## src/rtl/ndd_pkg.sv

```systemverilog
`default_nettype none
// ----------------------------------------------------------------------------
// Numeric digit display updater package
// Shared widths, reset values, register indexes, payload types, controller
// states, command and status groups, and the power-of-ten table.
// ----------------------------------------------------------------------------
package ndd_pkg;

    localparam int MAX_DIGITS_DEF = 8;

    localparam int VALUE_W   = 32;
    localparam int COEF_W    = 24;
    localparam int MAXV_W    = 31;
    localparam int U_W       = 16;
    localparam int DC_W      = 4;
    localparam int DI_W      = 5;
    localparam int SLOT_W    = 3;
    localparam int DIGIT_W   = 4;
    localparam int CFG_IDX_W = 3;
    localparam int CFG_W     = 31;
    localparam int FRAC_W    = 4;

    localparam int MAG_W      = VALUE_W - 1 + COEF_W;
    localparam int FRAC_BITS  = 24;
    localparam int HI_W       = 23;
    localparam int POW_W      = 30;
    localparam int HIP_W      = HI_W + POW_W;
    localparam int LOP_W      = FRAC_BITS + POW_W;
    localparam int RND_W      = LOP_W + 1;
    localparam int SCALED_W   = 56;
    localparam int CONV_BITS  = 8;
    localparam int CONV_STEPS = SCALED_W / CONV_BITS;
    localparam int CNT_W      = 3;
    localparam int U_SUM_W    = 20;

    localparam logic [DC_W-1:0]    RST_DIGIT_COUNT = 4'd4;
    localparam logic [DI_W-1:0]    RST_DEC_INDEX   = 5'h1F;
    localparam logic [MAXV_W-1:0]  RST_MAX_VALUE   = 31'd255974;
    localparam logic [COEF_W-1:0]  RST_COEF        = 24'd65536;
    localparam logic [U_W-1:0]     RST_U_FIRST     = 16'd78;
    localparam logic [U_W-1:0]     RST_U_STEP      = 16'd6538;
    localparam logic [U_W-1:0]     RST_U_WIDTH     = 16'd6382;
    localparam logic [DIGIT_W-1:0] UNKNOWN_DIGIT   = 4'hF;
    localparam logic [FRAC_W-1:0]  MAX_FRAC        = 4'd9;
    localparam logic [RND_W-1:0]   ROUND_HALF      = RND_W'(24'h800000);

    typedef enum logic [CFG_IDX_W-1:0] {
        CFG_DIGIT_COUNT = 3'd0,
        CFG_DEC_INDEX   = 3'd1,
        CFG_MAX_VALUE   = 3'd2,
        CFG_COEF        = 3'd3,
        CFG_U_FIRST     = 3'd4,
        CFG_U_STEP      = 3'd5,
        CFG_U_WIDTH     = 3'd6
    } t_cfg_idx;

    typedef enum logic [2:0] {
        S_IDLE,
        S_PROD,
        S_CLAMP,
        S_SCALE,
        S_SUM,
        S_CONV,
        S_MASK,
        S_EMIT
    } t_state;

    typedef struct packed {
        logic               action;
        logic signed [31:0] value;
    } t_in;

    typedef struct packed {
        logic [SLOT_W-1:0]  digit_slot;
        logic [DIGIT_W-1:0] digit;
        logic [U_W-1:0]     u_min;
        logic [U_W-1:0]     u_max;
        logic               last;
    } t_out;

    typedef struct packed {
        logic load;
        logic prod;
        logic clamp;
        logic scale;
        logic sum;
        logic conv;
        logic mask;
        logic emit;
    } t_cmd;

    typedef struct packed {
        logic mask_empty;
        logic out_free;
    } t_sts;

    function automatic logic [POW_W-1:0] pow10(input logic [FRAC_W-1:0] f);
        logic [POW_W-1:0] p;
        case (f)
            4'd0: p = 30'd1;
            4'd1: p = 30'd10;
            4'd2: p = 30'd100;
            4'd3: p = 30'd1000;
            4'd4: p = 30'd10000;
            4'd5: p = 30'd100000;
            4'd6: p = 30'd1000000;
            4'd7: p = 30'd10000000;
            4'd8: p = 30'd100000000;
            default: p = 30'd1000000000;
        endcase
        return p;
    endfunction

    function automatic logic [DC_W-1:0] eff_count(input logic [DC_W-1:0] c,
                                                  input logic [DC_W-1:0] max_c);
        logic [DC_W-1:0] e;
        if (c == '0) begin
            e = DC_W'(1);
        end else if (c > max_c) begin
            e = max_c;
        end else begin
            e = c;
        end
        return e;
    endfunction

endpackage
`default_nettype wire

```

## src/rtl/ndd_ctrl.sv

```systemverilog
`default_nettype none
// ----------------------------------------------------------------------------
// Numeric digit display updater controller
// Sequences one show item through product, clamp, scale, round, conversion,
// change detection and emission of changed slots; forget items stay in idle.
// ----------------------------------------------------------------------------
module ndd_ctrl (
    input  wire           i_clk,
    input  wire           i_rst_n,
    input  wire           i_in_valid,
    input  wire           i_action,
    output logic          o_in_ready,
    output ndd_pkg::t_cmd o_cmd,
    input  ndd_pkg::t_sts i_sts
);
    import ndd_pkg::*;

    t_state           r_state;
    t_state           n_state;
    logic [CNT_W-1:0] r_cnt;
    logic [CNT_W-1:0] n_cnt;

    always_ff @(posedge i_clk) begin
        if (!i_rst_n) begin
            r_state <= S_IDLE;
            r_cnt   <= '0;
        end else begin
            r_state <= n_state;
            r_cnt   <= n_cnt;
        end
    end

    always_comb begin
        n_state = r_state;
        n_cnt   = r_cnt;
        case (r_state)
            S_IDLE: begin
                if (i_in_valid && !i_action) begin
                    n_state = S_PROD;
                end
            end
            S_PROD:  n_state = S_CLAMP;
            S_CLAMP: n_state = S_SCALE;
            S_SCALE: n_state = S_SUM;
            S_SUM: begin
                n_state = S_CONV;
                n_cnt   = '0;
            end
            S_CONV: begin
                n_cnt = r_cnt + CNT_W'(1);
                if (r_cnt == CNT_W'(CONV_STEPS - 1)) begin
                    n_state = S_MASK;
                end
            end
            S_MASK: n_state = S_EMIT;
            S_EMIT: begin
                if (i_sts.mask_empty) begin
                    n_state = S_IDLE;
                end
            end
            default: n_state = S_IDLE;
        endcase
    end

    always_comb begin
        o_cmd      = '0;
        o_in_ready = 1'b0;
        case (r_state)
            S_IDLE: begin
                o_in_ready = 1'b1;
                o_cmd.load = i_in_valid;
            end
            S_PROD:  o_cmd.prod  = 1'b1;
            S_CLAMP: o_cmd.clamp = 1'b1;
            S_SCALE: o_cmd.scale = 1'b1;
            S_SUM:   o_cmd.sum   = 1'b1;
            S_CONV:  o_cmd.conv  = 1'b1;
            S_MASK:  o_cmd.mask  = 1'b1;
            S_EMIT:  o_cmd.emit  = !i_sts.mask_empty && i_sts.out_free;
            default: o_cmd = '0;
        endcase
    end

endmodule
`default_nettype wire

```

## config.mk

```make
export PLATFORM = sky130hd
export DESIGN_NAME = ndd_ctrl
export DESIGN_NICKNAME = d
export VERILOG_FILES = /design/src/rtl/ndd_pkg.sv /design/src/rtl/ndd_ctrl.sv
export SDC_FILE = /design/constraint.sdc
export NUM_CORES = 1
export LEC_CHECK = 0
export ABC_AREA = 0
export BUFFER_PORTS_ARGS = -buffer_cell sky130_fd_sc_hd__buf_4
export CORE_AREA = 2 2 39 41
export CTS_CLUSTER_SIZE = 12
export DETAILED_ROUTE_END_ITERATION = 10
export DIE_AREA = 0 0 41 43
export PLACE_DENSITY = 0.57
export SETUP_SLACK_MARGIN = 0.1
export SYNTH_ARGS = -nofsm -noshare
export SYNTH_HDL_FRONTEND = slang
export SYNTH_SLANG_ARGS = --single-unit
export TNS_END_PERCENT = 20
```

## constraint.sdc

```tcl
create_clock -name i_clk -period 3.2 [get_ports i_clk]
set_input_delay 0.16 -clock i_clk [delete_from_list [all_inputs] [get_ports i_clk]]
set_output_delay 0.16 -clock i_clk [all_outputs]
set_load 0.1 [all_outputs]
```

==> flow_metrics.py, run 1 <==
metrics = {
    "run_status": {
        "status": "finished, final reports clean",
    },
    "setup_path": {
        "reg2regPathDepth": 5,
        "endpoint_kind": "primary output",
        "worst-setup-path-type": "register to primary output",
        "critPathArrivalTime_ns": 1.53,
        "regToRegSetupSlack_ns": 1.54,
        "start_kind": "register",
        "r2r-end": "r_state[0]",
        "crit_path_max_fanout": 4,
        "r2r-start": "r_state[0]",
        "cp.required_ns": 3.04,
    },
    "global_route": {
        "grt_max_degree": 15,
        "antenna_found_initial": 0,
        "busiest_layer": "met2",
        "gr-total-overflow": 0,
        "grt_pass1_wl_um": 1390,
        "track_usage": 0.122,
        "gr-usage-met1": 0.151,
        "grt_pass1_vias": 338,
        "grt_util_met2": 0.159,
        "grt_util_met3": 0.0628,
    },
    "logic_synthesis": {
        "syn_nets": 65,
        "synthArstFlopShare": 0,
        "synthesis.area_sq_um": 458,
        "yosys-top-cells-area": "dfxtp_1 (26%), ha_1 (16%), nor2b_1 (6.8%), mux2i_1 (6.6%), nand2_1 (4.9%)",
        "yosysTopAreaCell": "dfxtp_1",
        "ys_ff_latch": 6,
        "avgSynthCellArea_sq_um": 8.64,
        "yosysWarnings": 0,
        "synth_cell_types": 25,
        "synth-main-ff-cell": "dfxtp_1",
        "synthCells": 53,
        "ys_seq_area_frac": 0.262,
        "synth_edf_count": 0,
        "synth_top_area_share": 0.262,
    },
    "detailed_routing": {
        "wl_per_cell_um": 10.3,
        "dr.pass1.iters": 4,
        "routed_wl_um": 861,
        "vias_per_cell": 4.77,
        "ant_nets": 0,
        "num_vias": 401,
        "remaining_drc_errors": 0,
        "drt_iter0_drc": 5,
    },
    "placement": {
        "dp_hpwl_um": 680,
        "gp_congestion": 0.757,
        "numPortBuffers": 14,
    },
    "floorplan": {
        "start_util": 0.331,
        "ios": 15,
        "fp.dieH_um": 43,
        "fp-row-count": 14,
        "dieArea_sq_um": 1760,
        "coreArea_sq_um": 1380,
        "die_x_um": 41,
    },
    "timing": {
        "report.final.setup_viol": 0,
        "tightest_slew_ns": 0.516,
        "tns_ns": 0,
        "drv_slew": 0,
        "rsz0062_at_grt": "false",
        "min_period_ns": 1.69,
        "hold_violations": 0,
        "fin_crit_sh": 0.528,
        "max_slew_margin": 0.656,
        "finClkSkew_ns": 0.00474,
        "hold_slack_ns": 0.212,
        "fmax_mhz": 592,
    },
    "power": {
        "ir_worst_vdd_mv": 0.339,
        "leakagePower_nw": 0.291,
        "powerDensity_nw_per_um2": 954,
    },
    "clock_network": {
        "cts_buffers": 3,
        "post_cts_buffers": 0,
        "cts_buffer_depth": 2,
        "cts_tree": "built",
        "insertion_delay_ns": 0.24,
        "cts_resized": 0,
        "h-tree-depth": 1,
        "cts_root_buf": "clkbuf_4",
        "cts_hold_buffers": 0,
        "path_clk_slew_ns": 0.05,
        "clock_sinks": 6,
    },
    "min_path": {
        "hold_path_depth": 2,
        "whs_endpoint": "r_cnt[0]",
        "hp-class": "input pin to register",
        "holdCritStartpoint": "i_rst_n",
    },
    "job": {
        "maxCapViolCount": 0,
    },
    "final_layout": {
        "area_growth_pct": 29.0,
        "drive_above_1_share": 0.279,
        "fill_cells": 138,
        "num-nets-final": 82,
        "ff_latch_area_sq_um": 120,
        "multi_input_area_sq_um": 312,
        "antennaDiodeCount": 0,
    },
}
[synth_stat cells, types with 2 or more instances]
master	count
a21boi_0	2
and2_1	3
dfxtp_1	6
ha_1	6
inv_1	3
mux2i_1	3
nand2_1	6
nor2_1	2
nor2b_1	5
o21ai_0	2
[where the power goes]
part / internal [mW] / leakage (nW) / switching [mW] / total, mW
Combinational: 0.104 / 0.228 / 0.288 / 0.392
Sequential: 0.0878 / 0.0487 / 0.0146 / 0.102
Clock: 0.0424 / 0.0138 / 0.0266 / 0.0690
Total: 0.234 / 0.291 / 0.329 / 0.563
[worst max-delay path by stage]
stage / slack [ns] / cells past startpoint / to / startpoint
6_report: 1.51 / 4 / o_cmd[0] / r_state[0]
5_1_grt: 1.39 / 4 / o_cmd[0] / r_state[0]
4_1_cts: 1.47 / 4 / o_cmd[0] / r_state[1]
3_5_place_dp: 1.53 / 5 / r_state[0] / r_state[0]
3_3_place_gp: 1.59 / 5 / r_state[1] / r_state[0]
2_1_floorplan: 1.08 / 3 / o_cmd[6] / r_state[1]
[registers in the layout, summed over array words and instances, names as in the netlist]
| register | count |
|---|---|
| r_cnt | 3 |
| r_state | 3 |
[worst max-delay path, cell delays in order, from the launching register on]
cell and delay [ns]:
dfxtp_1 0.37, ha_1 0.22, nor2b_1 0.23, and3_1 0.18, buf_4 0.28
[final cells by class]
class,instances,area share
multi-input cells,42,0.528
flip-flops and latches,6,0.203
well taps,16,0.0339
repair buffers,14,0.178
clock buffers,3,0.0381
inverters,3,0.0191
[cell usage in the layout (no fill, tap or decap), drive strengths merged, types with 2 or more instances in the layout]
cell type  instances
ha                 6
dfxtp              6
clkbuf             3
o21ai              2
and2               4
a21boi             2
nand2              6
mux2i              3
nor2b              5
buf               14
nor2               2
inv                3
[cell families after synthesis]
logic type	synth area share
AO/OA/AOI/OAI	0.145
buffers and inverters	0.0574
AND/OR/NAND/NOR	0.306
multiplexers	0.0656
adder cells (fa/ha/maj)	0.164
flip-flops	0.262
[stage by stage]
stage | setup WS [ns] | utilization | power (mW) | cells | area [sq um]
6_report | 1.51 | 0.427 | 0.563 | 84 | 591
5_1_grt | 1.39 | 0.427 | 0.600 | 84 | 591
3_5_place_dp | 1.53 | 0.410 | 0.498 | 81 | 568
3_3_place_gp | 1.59 | 0.410 | 0.499 | 81 | 568
2_1_floorplan | 1.08 | - | 0.429 | 53 | 458
4_1_cts | 1.47 | 0.427 | 0.571 | 84 | 591
[metal layers]
| metal | routed length, um | share of wire | up-vias |
|---|---|---|---|
| met4 | 0 | 0 | 0 |
| met2 | 396 | 0.46 | 12 |
| met1 | 399 | 0.46 | 179 |
| met5 | 0 | 0 | - |
| met3 | 65 | 0.075 | 0 |
| li1 | - | - | 210 |
Note: power is estimated with default switching activity, not from simulation.
==> inputs of run 2 (changes only) <==
- clock period: 3.2 -> 1.7 ns (I/O delays scaled with it)
==> flow_metrics.py, run 2 (synthesis gave the netlist of run 1 again) <==
metrics = {
    "setup_path": {
        "endpoint_kind": "primary output",
        "cp_slowest_stage_delay_ns": 0.37,
        "path_cells": "inv_1 > ha_1 > and2b_4 > and2_1 > buf_4",
        "crit_start": "r_state[0]",
        "crit_path_max_fanout": 4,
        "reg2regPathDepth": 6,
        "cp_num_buf_inv": 2,
        "critPathArrivalTime_ns": 1.50,
        "critPathTopFamily": "flip-flops",
        "r2r-end": "r_state[1]",
        "cp.required_ns": 1.62,
        "r2r-start": "r_state[0]",
        "start_kind": "register",
        "regToRegSetupSlack_ns": 0.11,
        "cpMaxStageDelayCell": "dfxtp_1",
        "crit_cells": 5,
        "critPathCapture": "o_cmd[7]",
        "worst-setup-path-type": "register to primary output",
    },
    "final_layout": {
        "final_common_cell": "buf_4",
        "reg_top3": "r_cnt x3, r_state x3",
        "final_cell_mix": "buf_4 (17), nand2_1 (6), dfxtp_1 (6)",
        "fin_cells": 88,
        "fill_cells": 145,
        "drive_above_1_share": 0.361,
        "num-nets-final": 86,
        "antennaDiodeCount": 0,
        "final_core_util": 0.463,
        "area_growth_pct": 39.9,
    },
    "power": {
        "power.share.clock": 0.117,
        "powerDensity_nw_per_um2": 1750,
        "leakagePower_nw": 0.312,
        "ir_worst_vdd_mv": 0.965,
        "swShare": 0.572,
        "p_int_uw": 480,
        "pwr-share-comb": 0.713,
        "pwr-share-seq": 0.169,
        "total_power_mw": 1.12,
        "p_switching_uw": 640,
    },
    "clock_network": {
        "post_cts_buffers": 0,
        "insertion_delay_ns": 0.25,
        "cts_tree": "built",
        "h-tree-depth": 1,
        "cts_buffers": 3,
        "clock_sinks": 6,
        "path_clk_slew_ns": 0.05,
        "cts_root_buf": "clkbuf_4",
        "cts_buffer_depth": 2,
    },
    "run_status": {
        "status": "finished, final reports clean",
    },
    "placement": {
        "dp_hpwl_um": 735,
        "numPortBuffers": 14,
        "dp_cells": 85,
        "gp_congestion": 0.754,
    },
    "global_route": {
        "grt_pass1_vias": 387,
        "grt_max_degree": 10,
        "track_usage": 0.139,
        "antenna_found_initial": 0,
        "grt_pass1_wl_um": 1580,
        "gr-total-overflow": 0,
    },
    "timing": {
        "rsz0062_at_grt": "true",
        "fmax_mhz": 630,
        "min_period_ns": 1.59,
        "tightest_slew_ns": 0.284,
        "drv_slew": 0,
        "finClkSkew_ns": 0.00557,
        "report.final.setup_viol": 0,
        "max_slew_margin": 0.811,
        "fin_crit_sh": 0.934,
        "hold_violations": 0,
    },
    "floorplan": {
        "die_x_um": 41,
        "fp-row-count": 14,
        "coreArea_sq_um": 1380,
        "start_util": 0.331,
        "ios": 15,
        "fp.dieH_um": 43,
        "dieArea_sq_um": 1760,
    },
    "job": {
        "maxCapViolCount": 0,
    },
    "detailed_routing": {
        "num_vias": 417,
        "dr.pass1.iters": 4,
        "vias_per_cell": 4.74,
        "remaining_drc_errors": 0,
        "ant_nets": 0,
        "wl_per_cell_um": 10.9,
        "drt_iter0_drc": 3,
        "routed_wl_um": 961,
    },
    "min_path": {
        "hold_path_depth": 2,
        "hp-class": "input pin to register",
    },
}
==> run 2: metal layers <==
| layer | routed length (um) | global-route usage |
|---|---|---|
| met5 | 0 | 0 |
| met4 | 19 | 0.100 |
| met3 | 61 | 0.0471 |
| met2 | 468 | 0.197 |
| met1 | 411 | 0.165 |
==> run 2: through the flow <==
step	hold slack, ns	setup TNS, ns	instance area [sq um]	worst slack [ns]
finish	0.127	0	641	0.112
global route	0.134	0	641	0.0152
CTS	0.122	0	641	0.117
detailed placement	0.380	0	601	0.161
global placement	0.374	0	601	0.165
floorplan	0.213	-0.782	460	-0.319
==> run 2: power by group through the flow <==
stage,logic (mW),clock network [mW],registers [mW]
2_1_floorplan,0.624,0,0.186
3_3_place_gp,0.791,0,0.191
4_1_cts,0.795,0.137,0.190
5_1_grt,0.843,0.145,0.194
6_report,0.799,0.132,0.190
3_5_place_dp,0.793,0,0.192
==> run 2: repair_timing <==
action                     4_1_cts  5_1_grt
setup endpoints to repair        1        6
gates resized for setup          5        1
pin swaps                        0        0
hold buffers                     0        0
==> run 2: area by class of cell <==
type | instances | area (sq um) | area share
Tap cell | 16 | 20.0 | 0.0313
Multi-Input combinational cell | 42 | 319 | 0.498
Timing Repair Buffer | 18 | 148 | 0.230
Sequential cell | 6 | 120 | 0.187
Inverter | 3 | 11.3 | 0.0176
Clock buffer | 3 | 22.5 | 0.0352
==> run 2: worst min-delay path by stage <==
stage / start / to / slack, ns
2_1_floorplan: i_rst_n / r_cnt[0] / 0.21
3_3_place_gp: i_rst_n / r_cnt[0] / 0.37
3_5_place_dp: i_rst_n / r_cnt[0] / 0.38
4_1_cts: i_rst_n / r_cnt[0] / 0.12
5_1_grt: i_rst_n / r_cnt[0] / 0.13
6_report: i_rst_n / r_cnt[0] / 0.13
==> inputs of run 3 (changes only) <==
- clock period: 1.7 -> 1.8 ns (I/O delays scaled with it)
==> flow_metrics.py, run 3 (synthesis gave the netlist of run 1 again) <==
metrics = {
    "placement": {
        "dpl_cell_area_sq_um": 593,
        "dp_hpwl_um": 730,
        "gp_congestion": 0.756,
        "numPortBuffers": 14,
        "dp_cells": 84,
    },
    "power": {
        "ir_worst_vdd_mv": 0.678,
        "pwr-share-comb": 0.712,
        "total_power_mw": 1.04,
        "p_switching_uw": 593,
        "power.share.clock": 0.116,
        "pwr-share-seq": 0.172,
        "swShare": 0.569,
        "p_int_uw": 450,
        "powerDensity_nw_per_um2": 1660,
        "leakagePower_nw": 0.313,
    },
    "setup_path": {
        "endpoint_kind": "primary output",
        "cp_slowest_stage_delay_ns": 0.37,
        "crit_path_max_fanout": 4,
        "r2r-end": "r_state[1]",
        "crit_start": "r_state[1]",
        "cp.required_ns": 1.71,
        "cpMaxStageDelayCell": "dfxtp_1",
        "start_kind": "register",
        "critPathArrivalTime_ns": 1.52,
        "r2r-start": "r_state[0]",
        "reg2regPathDepth": 6,
        "worst-setup-path-type": "register to primary output",
        "critPathCapture": "o_cmd[0]",
        "path_cells": "ha_1 > nor2b_2 > buf_4 > and3_1 > buf_6",
        "regToRegSetupSlack_ns": 0.23,
    },
    "final_layout": {
        "stdcell_area_sq_um": 629,
        "antennaDiodeCount": 0,
        "ff_latch_area_sq_um": 120,
        "multi_input_area_sq_um": 317,
        "area_growth_pct": 37.4,
        "reg_top3": "r_cnt x3, r_state x3",
        "drive_above_1_share": 0.347,
        "fin_cells": 88,
        "fill_cells": 140,
        "final_cell_mix": "buf_4 (17), nand2_1 (6), ha_1 (6), dfxtp_1 (6)",
        "num-nets-final": 86,
        "final_common_cell": "buf_4",
    },
    "detailed_routing": {
        "vias_per_cell": 4.63,
        "num_vias": 407,
        "routed_wl_um": 897,
        "dr.pass1.iters": 4,
        "drt_iter0_drc": 6,
        "ant_nets": 0,
        "remaining_drc_errors": 0,
        "wl_per_cell_um": 10.2,
    },
    "timing": {
        "fmax_mhz": 621,
        "fin_crit_sh": 0.894,
        "drv_slew": 0,
        "hold_slack_ns": 0.138,
        "min_period_ns": 1.61,
        "max_slew_margin": 0.751,
        "rsz0062_at_grt": "true",
        "hold_violations": 0,
        "tns_ns": 0,
        "finClkSkew_ns": 0.00379,
        "tightest_slew_ns": 0.369,
        "report.final.setup_viol": 0,
    },
    "global_route": {
        "grt_pass1_wl_um": 1470,
        "track_usage": 0.126,
        "gr-total-overflow": 0,
        "grt_max_degree": 10,
        "grt_pass1_vias": 392,
        "antenna_found_initial": 0,
    },
    "floorplan": {
        "fp.dieH_um": 43,
        "die_x_um": 41,
        "dieArea_sq_um": 1760,
        "coreArea_sq_um": 1380,
        "start_util": 0.331,
        "ios": 15,
        "fp-row-count": 14,
    },
    "clock_network": {
        "cts_tree": "built",
        "insertion_delay_ns": 0.24,
        "cts_hold_buffers": 0,
        "cts_root_buf": "clkbuf_4",
        "clock_sinks": 6,
        "path_clk_slew_ns": 0.05,
        "h-tree-depth": 1,
        "cts_buffers": 3,
        "cts_buffer_depth": 2,
    },
    "min_path": {
        "hp-class": "input pin to register",
    },
    "run_status": {
        "status": "finished, final reports clean",
    },
    "job": {
        "maxCapViolCount": 0,
    },
}
[run 3: cell counts in the layout (fill, tap and decap cells not counted)]
Identical to the previous run, type by type.
[run 3: layer usage]
| metal | GRT usage | vias to the layer above | part of all wire | wire (um) |
|---|---|---|---|---|
| met5 | 0 | - | 0 | 0 |
| met4 | 0.0600 | 0 | 0 | 0 |
| li1 | - | 218 | - | - |
| met1 | 0.148 | 177 | 0.46 | 416 |
| met3 | 0.0628 | 0 | 0.078 | 70 |
| met2 | 0.181 | 12 | 0.46 | 410 |
[run 3: per-stage QoR]
step / util / setup WS [ns]
6_report: 0.455 / 0.191
5_1_grt: 0.455 / 0.0606
4_1_cts: 0.445 / 0.112
3_5_place_dp: 0.429 / 0.149
3_3_place_gp: 0.429 / 0.210
2_1_floorplan: - / -0.224
[run 3: critical path, delay by kind of cell, from the launching register on]
kind                     cells  cell delay [ns]
adder cells (fa/ha/maj)      1             0.22
buffers and inverters        2             0.34
AND/OR/NAND/NOR              2             0.34
flip-flops                   1             0.37
[run 3: layout make-up]
| type | count | share of cell area |
|---|---|---|
| clock buffers | 3 | 0.0358 |
| inverters | 3 | 0.0179 |
| multi-input cells | 42 | 0.503 |
| flip-flops and latches | 6 | 0.191 |
| well taps | 16 | 0.0318 |
| repair buffers | 18 | 0.221 |
[run 3: how the worst min path moves through the flow]
stage	cells after the start	startpoint	to	slack, ns
2_1_floorplan	1	i_rst_n	r_cnt[0]	0.22
3_3_place_gp	2	i_rst_n	r_cnt[0]	0.38
3_5_place_dp	2	i_rst_n	r_cnt[0]	0.39
4_1_cts	2	i_rst_n	r_cnt[0]	0.14
5_1_grt	2	i_rst_n	r_cnt[0]	0.14
6_report	2	i_rst_n	r_cnt[0]	0.14
[run 3: power groups by stage]
stage | Combinational (mW) | Sequential, mW | Clock (mW)
floorplan | 0.590 | 0.176 | 0
global placement | 0.728 | 0.181 | 0
global route | 0.793 | 0.183 | 0.137
finish | 0.743 | 0.180 | 0.121
CTS | 0.730 | 0.179 | 0.127
detailed placement | 0.729 | 0.183 | 0
[run 3: what timing repair did]
item	CTS	global route
setup buffers	0	1
resized for setup	0	2
endpoints found under the setup margin	0	4
